===== src/assert_macros.svh =====
// ----------------------------------------------------------------------------
// Assertion macros
// Clocked on clk_i and disabled while rst_ni is low.
// ----------------------------------------------------------------------------
`ifndef ASSERT_MACROS_SVH
`define ASSERT_MACROS_SVH

// Same-cycle implication.
`define PIA_ASSERT_IMPL(label, ante, cons, msg) \
  label: assert property (@(posedge clk_i) disable iff (!rst_ni) (ante) |-> (cons)) \
    else $error(msg);

// Next-cycle implication.
`define PIA_ASSERT_NEXT(label, ante, cons, msg) \
  label: assert property (@(posedge clk_i) disable iff (!rst_ni) (ante) |=> (cons)) \
    else $error(msg);

`endif


===== src/pia_pkg.sv =====
// ----------------------------------------------------------------------------
// pia_pkg
// Types, field widths and codes shared by the phase imbalance alarm monitor.
// ----------------------------------------------------------------------------
`timescale 1ns / 1ps

package pia_pkg;

  localparam int PHASE_W    = 21;  // per-phase power, signed
  localparam int TOTAL_W    = 23;  // total power and three-phase sum, signed
  localparam int TEMP_W     = 12;  // temperature, signed
  localparam int LIMIT_W    = 14;  // imbalance threshold, unsigned
  localparam int SUM_W      = 22;  // sum magnitude once known positive
  localparam int TRI_W      = 24;  // 3*Px - S, signed
  localparam int DEV_W      = 23;  // |3*Px - S|
  localparam int SCALED_W   = 36;  // limit * S
  localparam int NUM_ALARMS = 3;
  localparam int CFG_IDX_W  = 3;
  localparam int CFG_DATA_W = 23;

  // Sum below 10 W average: 3 phases * 100 tenths of a watt
  localparam logic signed [TOTAL_W-1:0] SUM_FLOOR = 23'sd300;
  localparam int unsigned               PERMILLE  = 1000;

  typedef enum logic [1:0] {
    OP_METER     = 2'd0,
    OP_TEMP      = 2'd1,
    OP_CLEAR_ONE = 2'd2,
    OP_CLEAR_ALL = 2'd3
  } op_e;

  // Alarm selector codes for a clear-one command
  localparam logic [1:0] SEL_TEMP = 2'd0;
  localparam logic [1:0] SEL_IMB  = 2'd1;
  localparam logic [1:0] SEL_POW  = 2'd2;

  localparam logic [NUM_ALARMS-1:0] MASK_TEMP = 3'b001;
  localparam logic [NUM_ALARMS-1:0] MASK_IMB  = 3'b010;
  localparam logic [NUM_ALARMS-1:0] MASK_POW  = 3'b100;

  // Configuration register indexes
  localparam logic [CFG_IDX_W-1:0] REG_TEMP_ENABLE      = 3'd0;
  localparam logic [CFG_IDX_W-1:0] REG_TEMP_LIMIT       = 3'd1;
  localparam logic [CFG_IDX_W-1:0] REG_IMBALANCE_ENABLE = 3'd2;
  localparam logic [CFG_IDX_W-1:0] REG_IMBALANCE_LIMIT  = 3'd3;
  localparam logic [CFG_IDX_W-1:0] REG_POWER_ENABLE     = 3'd4;
  localparam logic [CFG_IDX_W-1:0] REG_POWER_LIMIT      = 3'd5;

  localparam logic signed [TEMP_W-1:0]  TEMP_LIMIT_RST      = 12'sd700;
  localparam logic [LIMIT_W-1:0]        IMBALANCE_LIMIT_RST = 14'd200;
  localparam logic signed [TOTAL_W-1:0] POWER_LIMIT_RST     = 23'sd30000;

  typedef struct packed {
    logic                      temp_enable;
    logic signed [TEMP_W-1:0]  temp_limit;
    logic                      imbalance_enable;
    logic [LIMIT_W-1:0]        imbalance_limit;
    logic                      power_enable;
    logic signed [TOTAL_W-1:0] power_limit;
  } cfg_t;

  typedef struct packed {
    op_e                       operation;
    logic                      reading_valid;
    logic signed [PHASE_W-1:0] phase_a_power;
    logic signed [PHASE_W-1:0] phase_b_power;
    logic signed [PHASE_W-1:0] phase_c_power;
    logic signed [TOTAL_W-1:0] total_power;
    logic signed [TEMP_W-1:0]  device_temp;
    logic [1:0]                alarm_select;
  } item_t;

  // Intermediate results between the measure and alarm stages
  typedef struct packed {
    op_e                 operation;
    logic                reading_valid;
    logic [1:0]          alarm_select;
    logic                sum_low;
    logic [SUM_W-1:0]    sum;
    logic [DEV_W-1:0]    max_dev;
    logic                power_over;
    logic                temp_over;
  } meas_t;

  typedef struct packed {
    logic [NUM_ALARMS-1:0] raised_mask;
    logic [NUM_ALARMS-1:0] cleared_mask;
    logic [NUM_ALARMS-1:0] active_mask;
    logic                  any_raised;
  } result_t;

endpackage


===== src/pia_in_if.sv =====
// ----------------------------------------------------------------------------
// pia_in_if
// Input channel: one meter, temperature or clear transaction.
// ----------------------------------------------------------------------------
`timescale 1ns / 1ps

interface pia_in_if;
  logic                               valid;
  logic                               ready;
  logic [1:0]                         operation;
  logic                               reading_valid;
  logic signed [pia_pkg::PHASE_W-1:0] phase_a_power;
  logic signed [pia_pkg::PHASE_W-1:0] phase_b_power;
  logic signed [pia_pkg::PHASE_W-1:0] phase_c_power;
  logic signed [pia_pkg::TOTAL_W-1:0] total_power;
  logic signed [pia_pkg::TEMP_W-1:0]  device_temp;
  logic [1:0]                         alarm_select;

  modport source (
    output valid, operation, reading_valid, phase_a_power, phase_b_power,
           phase_c_power, total_power, device_temp, alarm_select,
    input  ready
  );

  modport sink (
    input  valid, operation, reading_valid, phase_a_power, phase_b_power,
           phase_c_power, total_power, device_temp, alarm_select,
    output ready
  );
endinterface


===== src/pia_out_if.sv =====
// ----------------------------------------------------------------------------
// pia_out_if
// Output channel: alarm masks produced by one input transaction.
// ----------------------------------------------------------------------------
`timescale 1ns / 1ps

interface pia_out_if;
  logic                              valid;
  logic                              ready;
  logic [pia_pkg::NUM_ALARMS-1:0]    raised_mask;
  logic [pia_pkg::NUM_ALARMS-1:0]    cleared_mask;
  logic [pia_pkg::NUM_ALARMS-1:0]    active_mask;
  logic                              any_raised;

  modport source (
    output valid, raised_mask, cleared_mask, active_mask, any_raised,
    input  ready
  );

  modport sink (
    input  valid, raised_mask, cleared_mask, active_mask, any_raised,
    output ready
  );
endinterface


===== src/pia_cfg_if.sv =====
// ----------------------------------------------------------------------------
// pia_cfg_if
// Configuration write channel: register index and write data.
// ----------------------------------------------------------------------------
`timescale 1ns / 1ps

interface pia_cfg_if;
  logic                              valid;
  logic                              ready;
  logic [pia_pkg::CFG_IDX_W-1:0]     index;
  logic [pia_pkg::CFG_DATA_W-1:0]    data;

  modport source (
    output valid, index, data,
    input  ready
  );

  modport sink (
    input  valid, index, data,
    output ready
  );
endinterface


===== src/pia_cfg_regs.sv =====
// ----------------------------------------------------------------------------
// pia_cfg_regs
// Enable and threshold registers, written through the configuration channel.
// ----------------------------------------------------------------------------
`timescale 1ns / 1ps

module pia_cfg_regs (
  input  logic            clk_i,
  input  logic            rst_ni,
  pia_cfg_if.sink         cfg_i,
  output pia_pkg::cfg_t   cfg_o
);

  pia_pkg::cfg_t cfg_q, cfg_d;

  assign cfg_i.ready = 1'b1;

  always_comb begin
    cfg_d = cfg_q;
    if (cfg_i.valid) begin
      unique case (cfg_i.index)
        pia_pkg::REG_TEMP_ENABLE:      cfg_d.temp_enable      = cfg_i.data[0];
        pia_pkg::REG_TEMP_LIMIT:       cfg_d.temp_limit       =
                                         cfg_i.data[pia_pkg::TEMP_W-1:0];
        pia_pkg::REG_IMBALANCE_ENABLE: cfg_d.imbalance_enable = cfg_i.data[0];
        pia_pkg::REG_IMBALANCE_LIMIT:  cfg_d.imbalance_limit  =
                                         cfg_i.data[pia_pkg::LIMIT_W-1:0];
        pia_pkg::REG_POWER_ENABLE:     cfg_d.power_enable     = cfg_i.data[0];
        pia_pkg::REG_POWER_LIMIT:      cfg_d.power_limit      =
                                         cfg_i.data[pia_pkg::TOTAL_W-1:0];
        default:                       cfg_d = cfg_q;  // drop unknown index
      endcase
    end
  end

  always_ff @(posedge clk_i or negedge rst_ni) begin
    if (!rst_ni) begin
      cfg_q.temp_enable      <= 1'b0;
      cfg_q.temp_limit       <= pia_pkg::TEMP_LIMIT_RST;
      cfg_q.imbalance_enable <= 1'b0;
      cfg_q.imbalance_limit  <= pia_pkg::IMBALANCE_LIMIT_RST;
      cfg_q.power_enable     <= 1'b0;
      cfg_q.power_limit      <= pia_pkg::POWER_LIMIT_RST;
    end else begin
      cfg_q <= cfg_d;
    end
  end

  assign cfg_o = cfg_q;

endmodule


===== src/pia_measure.sv =====
// ----------------------------------------------------------------------------
// pia_measure
// Phase sum, largest phase deviation and the threshold compares for
// temperature and total power.
// ----------------------------------------------------------------------------
`timescale 1ns / 1ps

module pia_measure (
  input  pia_pkg::item_t  item_i,
  input  pia_pkg::cfg_t   cfg_i,
  output pia_pkg::meas_t  meas_o
);

  logic signed [pia_pkg::TOTAL_W-1:0] sum;
  logic signed [pia_pkg::TRI_W-1:0]   sum_ext;
  logic [pia_pkg::DEV_W-1:0]          dev_a, dev_b, dev_c, dev_ab;

  // |3*p - s|, never near the negative limit for in-range fields
  function automatic logic [pia_pkg::DEV_W-1:0] phase_dev(
    input logic signed [pia_pkg::PHASE_W-1:0] p,
    input logic signed [pia_pkg::TRI_W-1:0]   s
  );
    logic signed [pia_pkg::TRI_W-1:0] p_ext;
    logic signed [pia_pkg::TRI_W-1:0] diff;
    logic signed [pia_pkg::TRI_W-1:0] mag;
    p_ext = {{(pia_pkg::TRI_W-pia_pkg::PHASE_W){p[pia_pkg::PHASE_W-1]}}, p};
    diff  = (p_ext <<< 1) + p_ext - s;
    mag   = diff[pia_pkg::TRI_W-1] ? -diff : diff;
    return mag[pia_pkg::DEV_W-1:0];
  endfunction

  always_comb begin
    sum = {{(pia_pkg::TOTAL_W-pia_pkg::PHASE_W){item_i.phase_a_power[pia_pkg::PHASE_W-1]}},
           item_i.phase_a_power}
        + {{(pia_pkg::TOTAL_W-pia_pkg::PHASE_W){item_i.phase_b_power[pia_pkg::PHASE_W-1]}},
           item_i.phase_b_power}
        + {{(pia_pkg::TOTAL_W-pia_pkg::PHASE_W){item_i.phase_c_power[pia_pkg::PHASE_W-1]}},
           item_i.phase_c_power};
    sum_ext = {sum[pia_pkg::TOTAL_W-1], sum};

    dev_a  = phase_dev(item_i.phase_a_power, sum_ext);
    dev_b  = phase_dev(item_i.phase_b_power, sum_ext);
    dev_c  = phase_dev(item_i.phase_c_power, sum_ext);
    dev_ab = (dev_b > dev_a) ? dev_b : dev_a;

    meas_o.operation     = item_i.operation;
    meas_o.reading_valid = item_i.reading_valid;
    meas_o.alarm_select  = item_i.alarm_select;
    meas_o.sum_low       = sum < pia_pkg::SUM_FLOOR;
    meas_o.sum           = sum[pia_pkg::SUM_W-1:0];
    meas_o.max_dev       = (dev_c > dev_ab) ? dev_c : dev_ab;
    meas_o.power_over    = item_i.total_power > cfg_i.power_limit;
    meas_o.temp_over     = item_i.device_temp > cfg_i.temp_limit;
  end

endmodule


===== src/pia_alarm.sv =====
// ----------------------------------------------------------------------------
// pia_alarm
// Imbalance ratio compare and the latched alarm update: raise, clear on
// recheck, clear-one and clear-all commands.
// ----------------------------------------------------------------------------
`timescale 1ns / 1ps

module pia_alarm (
  input  pia_pkg::meas_t                   meas_i,
  input  pia_pkg::cfg_t                    cfg_i,
  input  logic [pia_pkg::NUM_ALARMS-1:0]   active_i,
  output pia_pkg::result_t                 result_o
);

  logic [pia_pkg::SCALED_W-1:0]   dev_scaled;
  logic [pia_pkg::SCALED_W-1:0]   limit_scaled;
  logic                           imb_over;
  logic [pia_pkg::NUM_ALARMS-1:0] checked, exceeded, clear_mask;
  logic [pia_pkg::NUM_ALARMS-1:0] raised, cleared, active_next;

  always_comb begin
    // max|3Px - S| * 1000 > limit * S, valid only once S is known positive
    dev_scaled   = pia_pkg::SCALED_W'(meas_i.max_dev)
                 * pia_pkg::SCALED_W'(pia_pkg::PERMILLE);
    limit_scaled = pia_pkg::SCALED_W'(cfg_i.imbalance_limit)
                 * pia_pkg::SCALED_W'(meas_i.sum);
    imb_over     = !meas_i.sum_low && (dev_scaled > limit_scaled);

    checked    = '0;
    clear_mask = '0;
    exceeded   = {meas_i.power_over, imb_over, meas_i.temp_over};

    unique case (meas_i.operation)
      pia_pkg::OP_METER: begin
        if (meas_i.reading_valid) begin
          checked = (cfg_i.imbalance_enable ? pia_pkg::MASK_IMB : '0)
                  | (cfg_i.power_enable     ? pia_pkg::MASK_POW : '0);
        end
      end
      pia_pkg::OP_TEMP: begin
        if (meas_i.reading_valid && cfg_i.temp_enable) begin
          checked = pia_pkg::MASK_TEMP;
        end
      end
      pia_pkg::OP_CLEAR_ONE: begin
        unique case (meas_i.alarm_select)
          pia_pkg::SEL_TEMP: clear_mask = pia_pkg::MASK_TEMP;
          pia_pkg::SEL_IMB:  clear_mask = pia_pkg::MASK_IMB;
          pia_pkg::SEL_POW:  clear_mask = pia_pkg::MASK_POW;
          default:           clear_mask = '0;  // unknown selector clears nothing
        endcase
      end
      pia_pkg::OP_CLEAR_ALL: clear_mask = '1;
      default: begin
        checked    = '0;
        clear_mask = '0;
      end
    endcase

    // Raise only inactive alarms that exceed; drop active ones that no longer do
    raised      = checked & exceeded & ~active_i;
    cleared     = (checked & ~exceeded & active_i) | (clear_mask & active_i);
    active_next = (active_i | raised) & ~cleared;

    result_o.raised_mask  = raised;
    result_o.cleared_mask = cleared;
    result_o.active_mask  = active_next;
    result_o.any_raised   = |raised;
  end

endmodule


===== src/phase_imbalance_alarm_monitor.sv =====
// ----------------------------------------------------------------------------
// phase_imbalance_alarm_monitor
// Latched temperature, phase imbalance and total power alarms.
//
//   channel  dir  fields
//   in_i     in   operation, reading_valid, phase_{a,b,c}_power,
//                 total_power, device_temp, alarm_select
//   out_o    out  raised_mask, cleared_mask, active_mask, any_raised
//   cfg_i    in   index, data (registers 0..5, other indexes ignored)
//
// One transaction per cycle sustained while the output is ready; each passes
// through the input register and then the result register. The phase sum,
// deviation, imbalance multiply and the alarm flag update all sit between the two.
// Reset loads the threshold defaults, clears all alarms and empties the pipe.
// On a stall a full stage holds unless an empty stage is after it; empty ones fill.
// ----------------------------------------------------------------------------
`timescale 1ns / 1ps
`include "assert_macros.svh"

module phase_imbalance_alarm_monitor (
  input  logic       clk_i,
  input  logic       rst_ni,
  pia_in_if.sink     in_i,
  pia_out_if.source  out_o,
  pia_cfg_if.sink    cfg_i
);

  pia_pkg::cfg_t                  cfg;
  pia_pkg::item_t                 item_d, item_q;
  pia_pkg::meas_t                 meas;
  pia_pkg::result_t               res_d, res_q;
  logic [pia_pkg::NUM_ALARMS-1:0] alarm_d, alarm_q;
  logic                           v0_d, v0_q, v1_d, v1_q;
  logic                           ld0, ld1;

  pia_cfg_regs u_cfg (
    .clk_i  (clk_i),
    .rst_ni (rst_ni),
    .cfg_i  (cfg_i),
    .cfg_o  (cfg)
  );

  pia_measure u_measure (
    .item_i (item_q),
    .cfg_i  (cfg),
    .meas_o (meas)
  );

  pia_alarm u_alarm (
    .meas_i   (meas),
    .cfg_i    (cfg),
    .active_i (alarm_q),
    .result_o (res_d)
  );

  // A stage loads when it is empty or its contents move on
  assign ld1 = !v1_q || out_o.ready;
  assign ld0 = !v0_q || ld1;

  assign in_i.ready = ld0;

  always_comb begin
    item_d.operation     = pia_pkg::op_e'(in_i.operation);
    item_d.reading_valid = in_i.reading_valid;
    item_d.phase_a_power = in_i.phase_a_power;
    item_d.phase_b_power = in_i.phase_b_power;
    item_d.phase_c_power = in_i.phase_c_power;
    item_d.total_power   = in_i.total_power;
    item_d.device_temp   = in_i.device_temp;
    item_d.alarm_select  = in_i.alarm_select;
  end

  always_comb begin
    v0_d    = ld0 ? in_i.valid : v0_q;
    v1_d    = ld1 ? v0_q : v1_q;
    alarm_d = (ld1 && v0_q) ? res_d.active_mask : alarm_q;
  end

  always_ff @(posedge clk_i or negedge rst_ni) begin
    if (!rst_ni) begin
      v0_q    <= 1'b0;
      v1_q    <= 1'b0;
      alarm_q <= '0;
    end else begin
      v0_q    <= v0_d;
      v1_q    <= v1_d;
      alarm_q <= alarm_d;
    end
  end

  always_ff @(posedge clk_i) begin
    if (ld0 && in_i.valid) begin
      item_q <= item_d;
    end
    if (ld1 && v0_q) begin
      res_q <= res_d;
    end
  end

  assign out_o.valid        = v1_q;
  assign out_o.raised_mask  = res_q.raised_mask;
  assign out_o.cleared_mask = res_q.cleared_mask;
  assign out_o.active_mask  = res_q.active_mask;
  assign out_o.any_raised   = res_q.any_raised;

  `PIA_ASSERT_NEXT(a_state_tracks_result, ld1 && v0_q,
                   alarm_q == res_q.active_mask,
                   "alarm state differs from the reported active mask")
  `PIA_ASSERT_IMPL(a_raise_clear_disjoint, out_o.valid,
                   (out_o.raised_mask & out_o.cleared_mask) == 3'b000,
                   "alarm both raised and cleared by one transaction")
  `PIA_ASSERT_IMPL(a_masks_consistent, out_o.valid,
                   ((out_o.raised_mask & ~out_o.active_mask) == 3'b000) &&
                   ((out_o.cleared_mask & out_o.active_mask) == 3'b000),
                   "raised or cleared mask disagrees with active mask")
  `PIA_ASSERT_IMPL(a_any_raised, out_o.valid,
                   out_o.any_raised == (out_o.raised_mask != 3'b000),
                   "any_raised does not match raised_mask")

endmodule


===== src/flat_wrapper.sv =====
// flat-port wrapper written by rule: the top's interface ports become plain ports
module phase_imbalance_alarm_monitor_flat 
  (clk_i, rst_ni, in_i_valid, in_i_operation, in_i_reading_valid, in_i_phase_a_power, in_i_phase_b_power, in_i_phase_c_power, in_i_total_power, in_i_device_temp, in_i_alarm_select, in_i_ready, out_o_valid, out_o_raised_mask, out_o_cleared_mask, out_o_active_mask, out_o_any_raised, out_o_ready, cfg_i_valid, cfg_i_index, cfg_i_data, cfg_i_ready);
  pia_in_if in_i_i ();
  pia_out_if out_o_i ();
  pia_cfg_if cfg_i_i ();
  input  logic clk_i;
  input  logic rst_ni;
  input wire logic [$bits(in_i_i.valid)-1:0] in_i_valid;
  input wire logic [$bits(in_i_i.operation)-1:0] in_i_operation;
  input wire logic [$bits(in_i_i.reading_valid)-1:0] in_i_reading_valid;
  input wire logic [$bits(in_i_i.phase_a_power)-1:0] in_i_phase_a_power;
  input wire logic [$bits(in_i_i.phase_b_power)-1:0] in_i_phase_b_power;
  input wire logic [$bits(in_i_i.phase_c_power)-1:0] in_i_phase_c_power;
  input wire logic [$bits(in_i_i.total_power)-1:0] in_i_total_power;
  input wire logic [$bits(in_i_i.device_temp)-1:0] in_i_device_temp;
  input wire logic [$bits(in_i_i.alarm_select)-1:0] in_i_alarm_select;
  output wire logic [$bits(in_i_i.ready)-1:0] in_i_ready;
  output wire logic [$bits(out_o_i.valid)-1:0] out_o_valid;
  output wire logic [$bits(out_o_i.raised_mask)-1:0] out_o_raised_mask;
  output wire logic [$bits(out_o_i.cleared_mask)-1:0] out_o_cleared_mask;
  output wire logic [$bits(out_o_i.active_mask)-1:0] out_o_active_mask;
  output wire logic [$bits(out_o_i.any_raised)-1:0] out_o_any_raised;
  input wire logic [$bits(out_o_i.ready)-1:0] out_o_ready;
  input wire logic [$bits(cfg_i_i.valid)-1:0] cfg_i_valid;
  input wire logic [$bits(cfg_i_i.index)-1:0] cfg_i_index;
  input wire logic [$bits(cfg_i_i.data)-1:0] cfg_i_data;
  output wire logic [$bits(cfg_i_i.ready)-1:0] cfg_i_ready;
  assign in_i_i.valid = in_i_valid;
  assign in_i_i.operation = in_i_operation;
  assign in_i_i.reading_valid = in_i_reading_valid;
  assign in_i_i.phase_a_power = in_i_phase_a_power;
  assign in_i_i.phase_b_power = in_i_phase_b_power;
  assign in_i_i.phase_c_power = in_i_phase_c_power;
  assign in_i_i.total_power = in_i_total_power;
  assign in_i_i.device_temp = in_i_device_temp;
  assign in_i_i.alarm_select = in_i_alarm_select;
  assign in_i_ready = in_i_i.ready;
  assign out_o_valid = out_o_i.valid;
  assign out_o_raised_mask = out_o_i.raised_mask;
  assign out_o_cleared_mask = out_o_i.cleared_mask;
  assign out_o_active_mask = out_o_i.active_mask;
  assign out_o_any_raised = out_o_i.any_raised;
  assign out_o_i.ready = out_o_ready;
  assign cfg_i_i.valid = cfg_i_valid;
  assign cfg_i_i.index = cfg_i_index;
  assign cfg_i_i.data = cfg_i_data;
  assign cfg_i_ready = cfg_i_i.ready;
  phase_imbalance_alarm_monitor u_core (.clk_i(clk_i), .rst_ni(rst_ni), .in_i(in_i_i), .out_o(out_o_i), .cfg_i(cfg_i_i));
endmodule

===== config.mk =====
export PLATFORM = sky130hd
export DESIGN_NAME = phase_imbalance_alarm_monitor_flat
export DESIGN_NICKNAME = d
export VERILOG_FILES = /design/src/pia_pkg.sv /design/src/pia_in_if.sv /design/src/pia_out_if.sv /design/src/pia_cfg_if.sv /design/src/pia_cfg_regs.sv /design/src/pia_measure.sv /design/src/pia_alarm.sv /design/src/phase_imbalance_alarm_monitor.sv /design/src/flat_wrapper.sv
export VERILOG_INCLUDE_DIRS = /design/src /design/src/src
export SDC_FILE = /design/constraint.sdc
export NUM_CORES = 2
export LEC_CHECK = 0
export CELL_PAD_IN_SITES_DETAIL_PLACEMENT = 0
export CELL_PAD_IN_SITES_GLOBAL_PLACEMENT = 1
export CORE_MARGIN = 2
export CORE_UTILIZATION = 55
export CTS_CLUSTER_SIZE = 14
export DETAILED_ROUTE_END_ITERATION = 8
export DONT_BUFFER_PORTS = 1
export PLACE_DENSITY_LB_ADDON = 0.1
export SYNTH_ARGS = -nofsm -noshare
export SYNTH_HDL_FRONTEND = slang
export SYNTH_HIERARCHICAL = 1
export SYNTH_SLANG_ARGS = --single-unit

===== constraint.sdc =====
create_clock -name clk_i -period 35.2 [get_ports clk_i]
set_input_delay 7.04 -clock clk_i [delete_from_list [all_inputs] [get_ports clk_i]]
set_output_delay 7.04 -clock clk_i [all_outputs]
set_load 0.005 [all_outputs]

==> metrics.md <==
| Metric | Value |
|---|---|
| Status | finished, final reports clean |
| Clk_lat worst skew | roughly 0.44 ns |
| Mean post-synth cell area | 9.46 um2 |
| Tcrit/Tclk final | 57.5% |
| Hold-fix buffers, CTS | 0 |
| CTS Buf Count | 17 |
| Reg clk slew, reported paths | ~0.080 ns |
| Area leader, netlist | fa_1 |
| Max frequency | roughly 0.049 GHz |
| Max-slew headroom | ~16% |
| Startpoint Class | flop |
| Worst-Margin Slew | between 1 and 1.5 ns |
| Final ANT Viol Nets | 0 |
| WL final | 88.5 mm |
| Htree depth | 4 |
| Slew Limit Fails | 0 |
| Number of DRC markers in iteration 0 | approximately 1,800 |
| Post-synth cell types | roughly 110 |
| Resized Gates After CTS | 0 |
| Buf/Inv on CP | 9 |
| Setup Buffers After CTS | 0 |
| Vias per std cell | approximately 6 |
| Total grt overflow | 0 |
| FILL cells | 5,023 |
| I/O pin count | between 100 and 150 |
| Total number of yosys warnings | 6 |
| Crit. End Element | flop |
| Ratio of cells with drive above 1 in the final layout | 6.32% |
| GPL Wtd Cong | 0.950 |
| Clock Skew | roughly 0.011 ns |
| CP max FO | 24 |
| Vias in the first global route | 24,300 |
| Final setup fails | 0 |
| Via count | 24,000 |
| Core Util, Final | 57.7% |
| Starting density of the core | between 50% and 60% |
| IO buf count | 0 |
| CTS tree | yes |
| Initial antenna violation count | 14 |
| CP Class | flop to flop |
| Pin count of the biggest net entering global routing | 80 |
| Sum of negative setup slack | 0 ns |
| Die width | ~240 um |
| Max-Cap Viols | 0 |
| Clock Sinks | 170 |
| Top delay family on crit path | compound AO/OA/AOI/OAI gates |
| Syn Inst Count | about 3,300 |
| Hold Path Class | flop to flop |
| Core footprint | around 56,000 um2 |
| Detailed Place HPWL | approximately 74 mm |
| Die height | approximately 240 um |
| Reg area | between 4000 and 5000 um2 |
| Mapped Nets | 4,192 |
| Multi-input gate area in the final layout | about 24,000 um2 |
| Die area | approximately 58,000 um2 |
| CTS Root Cell | clkbuf_16 |
| Nets | 4,138 |
| Crit-path slowest cell | o221ai_1 |
| WL per Instance | 22.1 um |
| Most frequent cells in the layout | inv_1, fa_1, ha_1 |
| Most common cell after layout, fill and taps aside | inv_1 |
| Synth area leaders | fa_1, ha_1, edfxtp_1 |
| WP data arrival | roughly 21 ns |
| Remaining DRCs | 0 |
| Row cnt | 87 |
| RSZ-0062 raised after global routing | no |
| Cell mode on critical path | o21ai_0 |
| Layout area overhead | 4.35% |
| Hold Fails Final Rpt | 0 |
| Min cycle time layout | between 20 and 25 ns |
| GRT Total Usage | 30.3% |
| CP max stage delay | about 0.97 ns |
| Share of flip-flops with an asynchronous set or reset | 33.5% |
| Synth top area share | 25.6% |
| Post-synth top flop | edfxtp_1 |
| Post-synth EDFFs | between 100 and 150 |
| Max Buffers Root-to-Sink | 2 |
| First-pass GRT wire length | approximately 140 mm |
| #FFs+latches synth | between 150 and 200 |
| Mapped Area | between 30,000 and 40,000 um2 |
| Post-synthesis sequential area ratio | 15.6% |
| Critical Path RT | between 30 and 40 ns |
| DRT Pass-1 Iters | 5 |
-- cells by family after synthesis --
family	share of synthesized area (%)
DFF	15.6
AOI/OAI and AO/OA	13.2
adders and majority gates	40.7
other	0.0121
and+or+nand+nor	14.8
buffers and inverters	7.38
xor gates and xnor gates	5.10
muxes	3.20
-- sequential cells by signal (all words and copies together), names as in the netlist --
| register | flops |
|---|---|
| u_core/alarm_q | 3 |
| u_core/out_o.valid | 1 |
| u_core/u_cfg/cfg_o | 52 |
| u_core/out_o.raised_mask | 3 |
| u_core/out_o.cleared_mask | 3 |
| u_core/v0_q | 1 |
| u_core/out_o.active_mask | 3 |
| u_core/item_q | 103 |
| u_core/out_o.any_raised | 1 |
-- synth_stat cells (12+ instances only) --
master    number
xor2_1        73
nand2b_1      33
and3_1        32
o21ai_0      121
edfxtp_1     113
a21oi_1      175
xnor2_1      108
nor3b_1       13
fa_1         398
ha_1         375
a21o_1        63
o21a_1        36
a221o_1       12
inv_1        481
nand2_1      276
nand4_1       31
nand3_1       50
mux2_4        23
o21bai_1      14
dfstp_2       16
a31oi_1       22
or2_2         14
clkbuf_1      81
a211oi_1      16
mux2_2        38
and2_1       154
nor2b_1       26
mux2i_1       22
o211ai_1      17
nor3_1        44
nor2_1       126
dfrtp_1       41
or3_1         14
-- per-stage QoR --
stage | instance area, um2 | cells | hold slack [ns] | setup WS (ns)
final | 32400 | 4006 | 0.513 | 14.98
after detailed placement | 31800 | 3968 | 0.494 | 15.39
after global routing | 32400 | 4004 | 0.529 | 13.50
after floorplan | 31100 | 3285 | 0.479 | 18.58
after global placement | 31800 | 3968 | 0.491 | 15.67
after CTS | 32400 | 4000 | 0.517 | 15.31
-- per-layer routing --
layer	track usage, %	vias to the layer above	part of all wire [%]
met5	0	-	0.075
met2	53.0	736	50
li1	-	11000	-
met4	6.75	10	1.8
met3	3.30	104	5.1
met1	40.7	12100	43
-- cell type report --
cell class	count	share of cell area, %
multi-input combinational	2526	73.8
sequential	170	14.9
inverter	483	5.59
tap	756	2.92
clock buffer	17	1.31
timing repair buffer	33	0.764
clock inverter	15	0.594
antenna	6	0.0463
-- path summary, 6_finish.rpt --
kind	from	to	slack (ns)	cells after the start
worst max-delay path	u_core/item_q[38]	u_core/alarm_q[1]	14.98	76
worst min-delay path	u_core/u_cfg/cfg_o[19]	u_core/u_cfg/cfg_o[19]	0.51	1
worst max register to register	u_core/item_q[38]	u_core/alarm_q[1]	14.98	76
worst min register to register	u_core/u_cfg/cfg_o[19]	u_core/u_cfg/cfg_o[19]	0.51	1
max in group asynchronous	rst_ni	u_core/u_cfg/cfg_o[10]	28.71	0
min in group asynchronous	rst_ni	u_core/u_cfg/cfg_o[3]	6.29	0
Power is left out: the tool's default activity adds up to more than one toggle a clock period on the data nets, which glitch-free logic cannot reach.
